## src/hw/rtl/svslew_pkg.sv

```systemverilog
package svslew_pkg;

   // Request codes carried by req_type.
   typedef enum logic [2:0] {
      REQ_TICK        = 3'd0,
      REQ_SET_ANGLE   = 3'd1,
      REQ_SET_PULSE   = 3'd2,
      REQ_MODE_POT    = 3'd3,
      REQ_MODE_REMOTE = 3'd4,
      REQ_QUERY       = 3'd5
   } req_code_type;

   // Configuration register indexes.
   typedef enum logic [0:0] {
      CSR_DEADBAND = 1'b0,
      CSR_SLEW     = 1'b1
   } csr_index_type;

   localparam int CsrIndexWidth = 1;
   localparam int CsrDataWidth  = 8;

   localparam logic [7:0]  AngleMax     = 8'd180;
   localparam logic [11:0] AngleMaxCmd  = 12'd180;
   localparam logic [11:0] PulseMinUs   = 12'd500;
   localparam logic [11:0] PulseMaxUs   = 12'd2500;
   localparam logic [7:0]  AngleReset   = 8'd90;
   localparam logic [12:0] PulseReset   = 13'd3000;
   localparam logic [7:0]  DeadbandReset = 8'd2;
   localparam logic [7:0]  SlewReset     = 8'd2;

   // floor(pot * 180 / 1023) == (pot * PotRecip) >> 20 for every 10-bit pot.
   localparam logic [17:0] PotRecip  = 18'd184501;
   // floor(v * 180 / 2000) == (v * RawRecip) >> 20 for v up to 2000.
   localparam logic [16:0] RawRecip  = 17'd94372;
   // floor(deg * 2000 / 180) == (deg * TicksRecip) >> 17 for deg up to 180.
   localparam logic [20:0] TicksRecip = 21'd1456400;

   // One request as it sits in the input stage, with its degree argument
   // already scaled (pot reading for a tick, raw pulse for a set pulse).
   typedef struct packed {
      req_code_type kind;
      logic [11:0]  cmd;
      logic [7:0]   deg;
   } item_type;

   // Servo compare value in half-microsecond ticks for an angle.
   function automatic logic [12:0] angle_to_ticks(input logic [7:0] deg);
      logic [28:0] prod;
      logic [11:0] us;
      prod = 29'(deg) * 29'(TicksRecip);
      us   = 12'(prod[27:17]) + PulseMinUs;
      return {us, 1'b0};
   endfunction

endpackage

```

## src/hw/rtl/svslew_prep.sv

```systemverilog
module svslew_prep
   import svslew_pkg::*;
(
   input  logic        clock,
   input  logic        reset,
   input  logic        req_valid,
   output logic        req_ready,
   input  logic [2:0]  req_type,
   input  logic [9:0]  req_pot_value,
   input  logic [11:0] req_command_value,
   input  logic        item_taken,
   output logic        item_valid,
   output item_type    item
);

   logic        valid_ff;
   logic        valid_in;
   item_type    item_ff;
   item_type    item_in;
   logic [27:0] pot_prod;
   logic [27:0] raw_prod;
   logic [10:0] raw_offset;
   logic        req_transfer;

   assign req_ready    = !valid_ff || item_taken;
   assign req_transfer = req_valid && req_ready;

   always_comb begin
      pot_prod   = 28'(req_pot_value) * 28'(PotRecip);
      raw_offset = 11'(req_command_value - PulseMinUs);
      raw_prod   = 28'(raw_offset) * 28'(RawRecip);

      item_in.kind = req_code_type'(req_type);
      item_in.cmd  = req_command_value;
      // Only a tick uses the pot angle; only a set pulse uses the derived angle.
      if (req_code_type'(req_type) == REQ_TICK) begin
         item_in.deg = pot_prod[27:20];
      end else begin
         item_in.deg = raw_prod[27:20];
      end

      if (req_transfer) begin
         valid_in = 1'b1;
      end else if (item_taken) begin
         valid_in = 1'b0;
      end else begin
         valid_in = valid_ff;
      end
   end

   always_ff @(posedge clock) begin
      if (reset) begin
         valid_ff <= 1'b0;
      end else begin
         valid_ff <= valid_in;
      end
      if (req_transfer) begin
         item_ff <= item_in;
      end
   end

   assign item_valid = valid_ff;
   assign item       = item_ff;

endmodule

```

## src/hw/rtl/svslew_core.sv

```systemverilog
module svslew_core
   import svslew_pkg::*;
(
   input  logic                     clock,
   input  logic                     reset,
   input  logic                     csr_we,
   input  logic [CsrIndexWidth-1:0] csr_index,
   input  logic [CsrDataWidth-1:0]  csr_wdata,
   input  logic                     item_valid,
   input  item_type                 item,
   output logic                     item_taken,
   output logic                     rsp_valid,
   input  logic                     rsp_ready,
   output logic [12:0]              rsp_pulse_ticks,
   output logic [7:0]               rsp_angle_now,
   output logic                     rsp_remote_mode,
   output logic                     rsp_error_flag
);

   logic [7:0]  deadband_ff;
   logic [7:0]  slew_ff;
   logic [7:0]  current_ff;
   logic [7:0]  current_in;
   logic [7:0]  target_ff;
   logic [7:0]  target_in;
   logic        mode_ff;
   logic        mode_in;
   logic [12:0] pulse_ff;
   logic [12:0] pulse_in;
   logic        error_ff;
   logic        error_in;
   logic        rsp_valid_ff;
   logic        rsp_valid_in;

   logic [7:0]  pot_diff;
   logic [7:0]  target_tick;
   logic [7:0]  slew_diff;
   logic [7:0]  slew_move;
   logic [7:0]  current_tick;
   logic [12:0] angle_ticks;

   // The state registers double as the result register, so an item is
   // applied only when the previous result has been or is being taken.
   assign item_taken = item_valid && (!rsp_valid_ff || rsp_ready);

   always_comb begin
      pot_diff = (item.deg > target_ff) ? item.deg - target_ff : target_ff - item.deg;
      if (!mode_ff && (pot_diff >= deadband_ff)) begin
         target_tick = item.deg;
      end else begin
         target_tick = target_ff;
      end

      slew_diff = (current_ff > target_tick) ? current_ff - target_tick
                                             : target_tick - current_ff;
      slew_move = (slew_diff > slew_ff) ? slew_ff : slew_diff;
      if (current_ff < target_tick) begin
         current_tick = current_ff + slew_move;
      end else begin
         current_tick = current_ff - slew_move;
      end

      current_in = current_ff;
      target_in  = target_ff;
      mode_in    = mode_ff;
      pulse_in   = pulse_ff;
      error_in   = error_ff;

      if (item_taken) begin
         error_in = 1'b0;
         case (item.kind)
            REQ_TICK: begin
               target_in  = target_tick;
               current_in = current_tick;
            end
            REQ_SET_ANGLE: begin
               if (item.cmd <= AngleMaxCmd) begin
                  target_in  = item.cmd[7:0];
                  current_in = item.cmd[7:0];
                  mode_in    = 1'b1;
               end else begin
                  error_in = 1'b1;
               end
            end
            REQ_SET_PULSE: begin
               if ((item.cmd >= PulseMinUs) && (item.cmd <= PulseMaxUs)) begin
                  target_in  = item.deg;
                  current_in = item.deg;
                  mode_in    = 1'b1;
               end else begin
                  error_in = 1'b1;
               end
            end
            REQ_MODE_POT: begin
               mode_in = 1'b0;
            end
            REQ_MODE_REMOTE: begin
               mode_in = 1'b1;
            end
            REQ_QUERY: begin
            end
            default: begin
               error_in = 1'b1;
            end
         endcase
      end

      angle_ticks = angle_to_ticks(current_in);
      if (item_taken && !error_in) begin
         if (item.kind == REQ_SET_PULSE) begin
            pulse_in = {item.cmd, 1'b0};
         end else if ((item.kind == REQ_TICK) || (item.kind == REQ_SET_ANGLE)) begin
            pulse_in = angle_ticks;
         end
      end

      if (item_taken) begin
         rsp_valid_in = 1'b1;
      end else if (rsp_ready) begin
         rsp_valid_in = 1'b0;
      end else begin
         rsp_valid_in = rsp_valid_ff;
      end
   end

   always_ff @(posedge clock) begin
      if (reset) begin
         deadband_ff  <= DeadbandReset;
         slew_ff      <= SlewReset;
         current_ff   <= AngleReset;
         target_ff    <= AngleReset;
         mode_ff      <= 1'b0;
         pulse_ff     <= PulseReset;
         error_ff     <= 1'b0;
         rsp_valid_ff <= 1'b0;
      end else begin
         current_ff   <= current_in;
         target_ff    <= target_in;
         mode_ff      <= mode_in;
         pulse_ff     <= pulse_in;
         error_ff     <= error_in;
         rsp_valid_ff <= rsp_valid_in;
         if (csr_we) begin
            case (csr_index_type'(csr_index))
               CSR_DEADBAND: begin
                  deadband_ff <= csr_wdata;
               end
               CSR_SLEW: begin
                  slew_ff <= csr_wdata;
               end
               default: begin
               end
            endcase
         end
      end
   end

   assign rsp_valid       = rsp_valid_ff;
   assign rsp_pulse_ticks = pulse_ff;
   assign rsp_angle_now   = current_ff;
   assign rsp_remote_mode = mode_ff;
   assign rsp_error_flag  = error_ff;

`ifndef SYNTH
   a_item_gives_result: assert property (@(posedge clock) disable iff (reset)
      item_taken |=> rsp_valid_ff)
      else $error("applied item produced no result");

   a_angle_in_range: assert property (@(posedge clock) disable iff (reset)
      (current_ff <= AngleMax) && (target_ff <= AngleMax))
      else $error("angle state out of range");

   a_pulse_in_range: assert property (@(posedge clock) disable iff (reset)
      (pulse_ff >= 13'd1000) && (pulse_ff <= 13'd5000))
      else $error("pulse state out of range");

   a_error_keeps_state: assert property (@(posedge clock) disable iff (reset)
      (item_taken && error_in) |=> ((current_ff == $past(current_ff))
         && (pulse_ff == $past(pulse_ff)) && (mode_ff == $past(mode_ff))))
      else $error("rejected request changed the state");

   a_held_result_stable: assert property (@(posedge clock) disable iff (reset)
      (rsp_valid_ff && !rsp_ready) |=> $stable(current_ff) && $stable(pulse_ff))
      else $error("state moved while a result was waiting");
`endif

endmodule

```

## src/hw/rtl/servo_position_slew_controller_top.sv

```systemverilog
// Servo slew-rate limiter with deadband. Every request on the req_ channel
// (tick with a pot reading, set angle, set raw pulse, select mode, query)
// returns exactly one result on the rsp_ channel holding the compare value,
// the angle and the mode after the request, plus an error flag for a
// rejected value or an unknown request code. The pot reading or raw pulse
// is scaled to degrees into the input register; a request is applied to the
// state once the previous result has been or is being taken, and the state
// registers drive the result directly. A new request is taken every cycle
// as long as results are taken. The user must write the deadband and slew
// step through the csr_ port only while idle, which is not enforced.
module servo_position_slew_controller_top
   import svslew_pkg::*;
(
   input  logic                     clock,
   input  logic                     reset,
   input  logic                     csr_we,
   input  logic [CsrIndexWidth-1:0] csr_index,
   input  logic [CsrDataWidth-1:0]  csr_wdata,
   input  logic                     req_valid,
   output logic                     req_ready,
   input  logic [2:0]               req_type,
   input  logic [9:0]               req_pot_value,
   input  logic [11:0]              req_command_value,
   output logic                     rsp_valid,
   input  logic                     rsp_ready,
   output logic [12:0]              rsp_pulse_ticks,
   output logic [7:0]               rsp_angle_now,
   output logic                     rsp_remote_mode,
   output logic                     rsp_error_flag
);

   logic     item_valid;
   logic     item_taken;
   item_type item;

   svslew_prep u_prep (
      .clock             (clock),
      .reset             (reset),
      .req_valid         (req_valid),
      .req_ready         (req_ready),
      .req_type          (req_type),
      .req_pot_value     (req_pot_value),
      .req_command_value (req_command_value),
      .item_taken        (item_taken),
      .item_valid        (item_valid),
      .item              (item)
   );

   svslew_core u_core (
      .clock           (clock),
      .reset           (reset),
      .csr_we          (csr_we),
      .csr_index       (csr_index),
      .csr_wdata       (csr_wdata),
      .item_valid      (item_valid),
      .item            (item),
      .item_taken      (item_taken),
      .rsp_valid       (rsp_valid),
      .rsp_ready       (rsp_ready),
      .rsp_pulse_ticks (rsp_pulse_ticks),
      .rsp_angle_now   (rsp_angle_now),
      .rsp_remote_mode (rsp_remote_mode),
      .rsp_error_flag  (rsp_error_flag)
   );

endmodule

```

## config.mk

```make
export PLATFORM = sky130hd
export DESIGN_NAME = servo_position_slew_controller_top
export DESIGN_NICKNAME = d
export VERILOG_FILES = /design/src/hw/rtl/svslew_pkg.sv /design/src/hw/rtl/svslew_prep.sv /design/src/hw/rtl/svslew_core.sv /design/src/hw/rtl/servo_position_slew_controller_top.sv
export SDC_FILE = /design/constraint.sdc
export NUM_CORES = 1
export LEC_CHECK = 0
export ABC_AREA = 1
export BUFFER_PORTS_ARGS = -buffer_cell sky130_fd_sc_hd__buf_2
export CAP_MARGIN = 30
export CORE_MARGIN = 4
export CORE_UTILIZATION = 55
export DETAILED_ROUTE_END_ITERATION = 10
export PLACE_DENSITY_LB_ADDON = 0.1
export SLEW_MARGIN = 5
export SYNTH_ARGS = -nofsm -noshare
export SYNTH_HDL_FRONTEND = slang
export SYNTH_SLANG_ARGS = --single-unit
```

## constraint.sdc

```tcl
create_clock -name clock -period 27 [get_ports clock]
set_clock_uncertainty 0.1 [all_clocks]
set_input_delay 1.35 -clock clock [delete_from_list [all_inputs] [get_ports clock]]
set_output_delay 1.35 -clock clock [all_outputs]
set_load 0.005 [all_outputs]
```

# Word level (Yosys, flattened, before mapping)
# Cells that the tools add are included.
op_classes:
  n_addsub: 8
  mux: 26
  bitwise_logic: 1
  n_mul: 3
  order_cmp: 8
  n_eq_ne: 7
  n_reduce_logical: 25
ops:
  columns: ["operator", "count"]
  rows:
  - ["2-to-1 mux 8 bit", 11]
  - ["case mux 8 bit (3 select lines)", 2]
  - ["subtractor 8 bit", 5]
  - ["multiplier 10 x 18 -> 28 bit, second input constant", 1]
  - ["multiplier 11 x 15 -> 26 bit, second input constant", 1]
  - ["2-to-1 mux 13 bit", 2]
  - ["greater-than comparator 8 bit", 3]
  - ["multiplier 8 x 17 -> 24 bit, second input constant", 1]
  - ["adder 11 x 9 -> 12 bit, second input constant", 1]
  - ["greater-or-equal comparator 12 x 9 -> 1 bit, second input constant", 1]
  - ["<= comparator 12 bit, second input constant", 1]
  - ["<= comparator 12 x 8 -> 1 bit, second input constant", 1]
  - ["subtractor 11 x 9 -> 11 bit, second input constant", 1]
  - ["2-to-1 mux 1 bit", 9]
  - ["adder 8 bit", 1]
  - ["greater-or-equal comparator 8 bit", 1]
  - ["less-than comparator 8 bit", 1]
  - ["AND reduction 4 bit", 2]
  - ["equality test 3 x 2 -> 1 bit, second input constant", 2]
  - ["equality test 3 bit, second input constant", 2]
  - ["zero test 3 bit", 2]
  - ["AND reduction 2 bit", 3]
  - ["nonzero test 2 bit", 3]
  - ["logical AND 1 bit", 5]
  - ["other kinds (10)", 16]
totals:
  output_inout_bits: 25
  elab_cells: 90
  in_bits: 39
  register_bits: 72

# Depth between registers and ports, before layout
depth:
  word_depth: 17
  depth_mapped: 95
  depth_no_buf: 94

# Cells and area by module
# A second synthesis with hierarchy kept.
unflattened:
  cells_unflattened: 1916
  area_unflattened_um2: 13626.8
by_module_without_submodules:
  columns: ["module", "seq_area_each_um2", "n_inst", "cells_per_inst", "area_per_inst_um2"]
  rows:
  - ["svslew_core", 940.9, 1, 1036, 6896.6]
  - ["svslew_prep", 710.7, 1, 880, 6730.2]

# Least setup slack after synthesis
# Ideal clock, no wire load.
synth_path:
  path_kind: "register to register"
  startpoint: "register u_prep.item_ff, in the netlist u_prep.item[0]"
  endpoint: "register u_core.pulse_ff[11] (netlist: u_core.rsp_pulse_ticks[11])"
  arrival_ns: 12.302
  period_less_slack_ns: 12.517
  slack_ns: 14.483
  n_path_buf: 1
  t_required_ns: 26.785
  setup_time_ns: 0.115
  path_stages_with_launch: 88
  path_cell_list: "edfxtp_1 -> inv_1 -> ha_1 -> inv_1 -> fa_1 -> nand3_1 -> nand2_1 -> a31oi_1 -> nor2_1 -> o21ai_0 -> nand2_1 -> nand2_1 -> mux2i_1 -> o22ai_1 -> xor2_1 -> inv_1 -> ha_1 -> a21oi_1 -> [... 52 more ...] -> fa_1 -> inv_1 -> ha_1 -> nand2_1 -> nor4_1 -> nand2_1 -> nand2_1 -> nand2_1 -> and2_1 -> ha_1 -> inv_1 -> nand2_2 -> nor2_2 -> nand3_2 -> nand3b_1 -> nand3_1 -> nand2_1 -> nand2_1"
synth_via:
  elab_chain_cells: 17
  elab_cells_between_ends: 24
  cone_classes: "add/sub (7); mul (1); order compare (5); mux (10); reduce/logical (1)"
synth_rtl:
  columns: ["element", "line_no", "source"]
  rows:
  - ["start: declaration", "svslew_prep.sv:18", "item_type item_ff;"]
  - ["start signal: assignment", "svslew_prep.sv:58", "item_ff <= item_in;"]
  - ["subtractor 8 bit / greater-than comparator 8 bit (equally long branches)", "svslew_core.sv:47", "pot_diff = (item.deg > target_ff) ? item.deg - target_ff : target_ff - item.deg;"]
  - ["2-to-1 mux 8 bit", "svslew_core.sv:47", null]
  - ["greater-or-equal comparator 8 bit", "svslew_core.sv:48", "if (!mode_ff && (pot_diff >= deadband_ff)) begin"]
  - ["logical AND 1 bit", "svslew_core.sv:48", null]
  - ["2-to-1 mux 8 bit *", "svslew_core.sv:48", null]
  - ["subtractor 8 bit, or another cell as far along", "svslew_core.sv:55", ": target_tick - current_ff;"]
  - ["2-to-1 mux 8 bit", "svslew_core.sv:54", "slew_diff = (current_ff > target_tick) ? current_ff - target_tick"]
  - ["greater-than comparator 8 bit", "svslew_core.sv:56", "slew_move = (slew_diff > slew_ff) ? slew_ff : slew_diff;"]
  - ["[... 2 more ...]", null, null]
  - ["2-to-1 mux 8 bit *", "svslew_core.sv:57", "if (current_ff < target_tick) begin"]
  - ["case mux 8 bit (3 select lines) *", "svslew_core.sv:71", "case (item.kind)"]
  - ["2-to-1 mux 8 bit *", "svslew_core.sv:69", "if (item_taken) begin"]
  - ["via u_core.current_in[7]", "svslew_core.sv:23", "logic [7:0] current_in;"]
  - ["multiplier 8 x 17 -> 24 bit *", "svslew_pkg.sv:50", "prod = 29'(deg) * 29'(TicksRecip);"]
  - ["adder 11 x 9 -> 12 bit *", "svslew_pkg.sv:51", "us = 12'(prod[27:17]) + PulseMinUs;"]
  - ["2-to-1 mux 13 bit *", "svslew_core.sv:112", "end else if ((item.kind == REQ_TICK) || (item.kind == REQ_SET_ANGLE)) begin"]
  - ["2-to-1 mux 13 bit *", "svslew_core.sv:110", "if (item.kind == REQ_SET_PULSE) begin"]
  - ["end signal: assignment", "svslew_core.sv:133", "pulse_ff <= PulseReset;"]
  - ["end signal: assignment", "svslew_core.sv:140", "pulse_ff <= pulse_in;"]
  - ["end: declaration", "svslew_core.sv:28", "logic [12:0] pulse_ff;"]
# Mark *: on every way through the listed nets, which the timed path passes. The rest lies on a longest branch. The select of a mux whose other input is x is not followed.
# A chain may end at the register's enable or synchronous reset.

# Worst setup path after layout
# Same ends and word-level chain as after synthesis.

==> results by group <==
Run status
  – Status: completed

GRT
  – GRT Overall Usage: 25.03%
  – Met2 Resource Use GR: 42.52%
  – Largest net degree at the start of global routing: 27
  – Grt met3 use: 2.446%
  – Global-route wire length before repair: 50.85 mm
  – Met1 GRT Util: 34.25%
  – Vias in the first global route: 10590
  – Remaining global-route overflow: 0
  – Initial antenna violation count: 0
  – Global routing's busiest layer: met2

Final layout
  – Most common cell after layout, fill and taps aside: inv_1
  – Layout area overhead: 7.389%
  – Fin nets: 2113
  – Fillers: 2091
  – # diodes: 0
  – Commonest non-fill, non-tap cells in the layout: 365 x inv_1, 284 x nand2_1, 270 x ha_1
  – Layout cell share with drive strength beyond 1: 7.263%

Detailed routing
  – DRT Pass-1 Iters: 7
  – # DRC: 0
  – Via density: 5.306
  – Post-route ant nets: 0
  – Routed via count: 10617
  – WL/cell: 15.11 um
  – Routed wire length: 30.24 mm
  – Initial DRC Count: 511

Clocking
  – Skew-Pair Late Insertion Delay: 0.35 ns
  – Clock Path Buffers: 2
  – Clk slew on worst S/H paths: 0.07 ns
  – PostCTS Resize Cnt: 0
  – Clock sink count: 71
  – Total clock buffers created by CTS: 9
  – # hold bufs at CTS: 0
  – CTS tree: yes
  – Root Driver: clkbuf_16
  – H-tree lvl count: 3
  – Postcts setup bufs: 0

Yosys
  – Synth area leaders: ha_1 27%, fa_1 14%, inv_1 11%
  – Synthesized area per cell: 7.531 um2
  – Main synth FF type: dfxtp_1
  – Register bit count reported by yosys: 71
  – Cell Area, Synth: 12480 um2
  – Seq/Total Area, Yosys: 13.23%
  – Yosys warns: 0
  – Number of flops mapped to enable cells by yosys: 23
  – Area leader, netlist: ha_1
  – Asr flop ratio synth: 0%
  – Post-synth top area share: 27.07%
  – Cell variety after synth: 58
  – Net Count, Synth: 2054
  – Cells after Synth: 1657

Min path
  – Hold endpoint: u_core.deadband_ff[2]$_SDFFE_PP0P_
  – Hold Crit Depth: 2
  – HP Start: u_core.deadband_ff[2]$_SDFFE_PP0P_
  – HP Class: reg -> reg

Placed design
  – GPL Wtd Cong: 0.9581
  – Final HPWL DP: 26.19 mm
  – # port buffers: 62

Timing
  – Slew at the pin closest to its max-slew limit: 0.8691 ns
  – Post-route minimum period: 14.02 ns
  – Setup TNS: 0 ns
  – Period utilization: 51.92%
  – Max Slew Vio Count: 0
  – Final hold violation count: 0
  – Fmax: 71.33 MHz
  – Final setup violation count: 0
  – Worst slew margin: 41.61%
  – Unrepaired setup endpoints after global routing: no

Run
  – Number of max-cap violations: 0

Die
  – Starting Density: 56.48%
  – Die area: 25160 um2
  – Core area: 22090 um2
  – Die extent in y: 158.6 um
  – Ports: 64
  – Die width: 158.6 um
  – Rows: 54

Critical path
  – Crit-path slowest cell: fa_1
  – Critical Path RT: 27.14 ns
  – FF-to-FF path depth: 85
  – Worst setup startpoint: u_prep.item[0]$_DFFE_PP_
  – CP max stage delay: 0.53 ns
  – Critical path data arrival time: 14.16 ns
  – Critical Path Source Type: register
  – Critical path capture point type: register
  – Reg2Reg Setup Slack: 12.98 ns
  – Worst-path fanout max: 14
  – Critical path type: reg -> reg
  – Most used cell, CP: nand2_1
  – Critical R2R Launch: u_prep.item[0]$_DFFE_PP_
  – FF-to-FF End: u_core.rsp_pulse_ticks[11]$_SDFFE_PP1P_
## registers in the layout (all words and copies together) (netlist names)
signal	cells
u_prep.item_valid	1
u_core.deadband_ff	8
u_prep.item	23
u_core.rsp_error_flag	1
u_core.rsp_valid	1
u_core.slew_ff	8
u_core.rsp_pulse_ticks	12
u_core.target_ff	8
u_core.rsp_angle_now	8
u_core.rsp_remote_mode	1
## layer usage
metal | routed length [um] | vias to the layer above | part of all wire [%]
met5 | 0 | - | 0
met4 | 645 | 0 | 2.1
met3 | 1302 | 46 | 4.3
met2 | 14250 | 230 | 47
met1 | 14030 | 4870 | 46
li1 | - | 5471 | -
## per-stage QoR
step                      utilization, %  area [um2]  std cells  hold slack (ns)  setup slack (ns)
final                              60.66       13400       2001           0.3609             12.98
after CTS                          60.66       13400       2001           0.3650             13.06
after detailed placement           59.26       13090       1985           0.3567             13.12
after global placement             59.26       13090       1985           0.3493             13.56
after floorplan                        -       12480       1657           0.3349             14.48
after global routing               60.66       13400       2001           0.3823             11.44
## final cells by class
class | count | area [um2] | area share (%)
clock buffer | 10 | 250.2 | 1.867
clock inverter | 6 | 57.56 | 0.4295
inverter | 374 | 1406 | 10.49
multi-input combinational | 1195 | 9353 | 69.79
sequential | 71 | 1652 | 12.32
tap | 280 | 350.3 | 2.614
timing repair buffer | 65 | 332.8 | 2.483
## worst max-delay path: cells and delay by family, from the launching register on
family                   cells  cell delay [ns]
AO/OA/AOI/OAI               16             2.67
XOR/XNOR                     2             0.33
adder cells (fa/ha/maj)     13             4.53
buffers and inverters       13             1.09
flip-flops                   1             0.46
AND/OR/NAND/NOR             41             4.77
## synthesized netlist by cell type (5+ instances only)
| cell | instances |
|---|---|
| fa_1 | 88 |
| edfxtp_1 | 23 |
| o21ai_0 | 101 |
| o211ai_1 | 8 |
| inv_1 | 365 |
| nand4_1 | 12 |
| ha_1 | 270 |
| dfxtp_1 | 48 |
| xnor2_1 | 8 |
| a31oi_1 | 5 |
| o21bai_1 | 7 |
| inv_2 | 6 |
| nand2_2 | 10 |
| nand3_1 | 69 |
| nand2_1 | 284 |
| a211oi_1 | 7 |
| clkbuf_1 | 14 |
| xor2_1 | 31 |
| nand3b_1 | 5 |
| nor2_1 | 91 |
| nor3_1 | 12 |
| or2_2 | 5 |
| a21oi_1 | 121 |
## worst max-delay path by stage
stage                                                          to  slack (ns)  cells past startpoint
final                     u_core.rsp_pulse_ticks[11]$_SDFFE_PP1P_       12.98                     85
after global routing       u_core.rsp_pulse_ticks[7]$_SDFFE_PP1P_       11.44                     82
after CTS                 u_core.rsp_pulse_ticks[11]$_SDFFE_PP1P_       13.06                     85
after detailed placement  u_core.rsp_pulse_ticks[11]$_SDFFE_PP1P_       13.12                     85
after global placement    u_core.rsp_pulse_ticks[11]$_SDFFE_PP1P_       13.56                     86
after floorplan           u_core.rsp_pulse_ticks[11]$_SDFFE_PP1P_       14.48                     87
## cells by family after synthesis
logic type / Yosys count / share of synthesized area, %
compound gates: 281 / 12.60
xor+xnor: 42 / 3.128
fa+ha+maj: 358 / 41.19
buf+inv: 391 / 11.82
flops: 71 / 13.23
mux: 3 / 0.2406
other cells: 1 / 0.03005
simple gates: 510 / 17.76
Power is not shown: default switching activity piles up to over one toggle a cycle in this logic, so the estimate is an artifact.
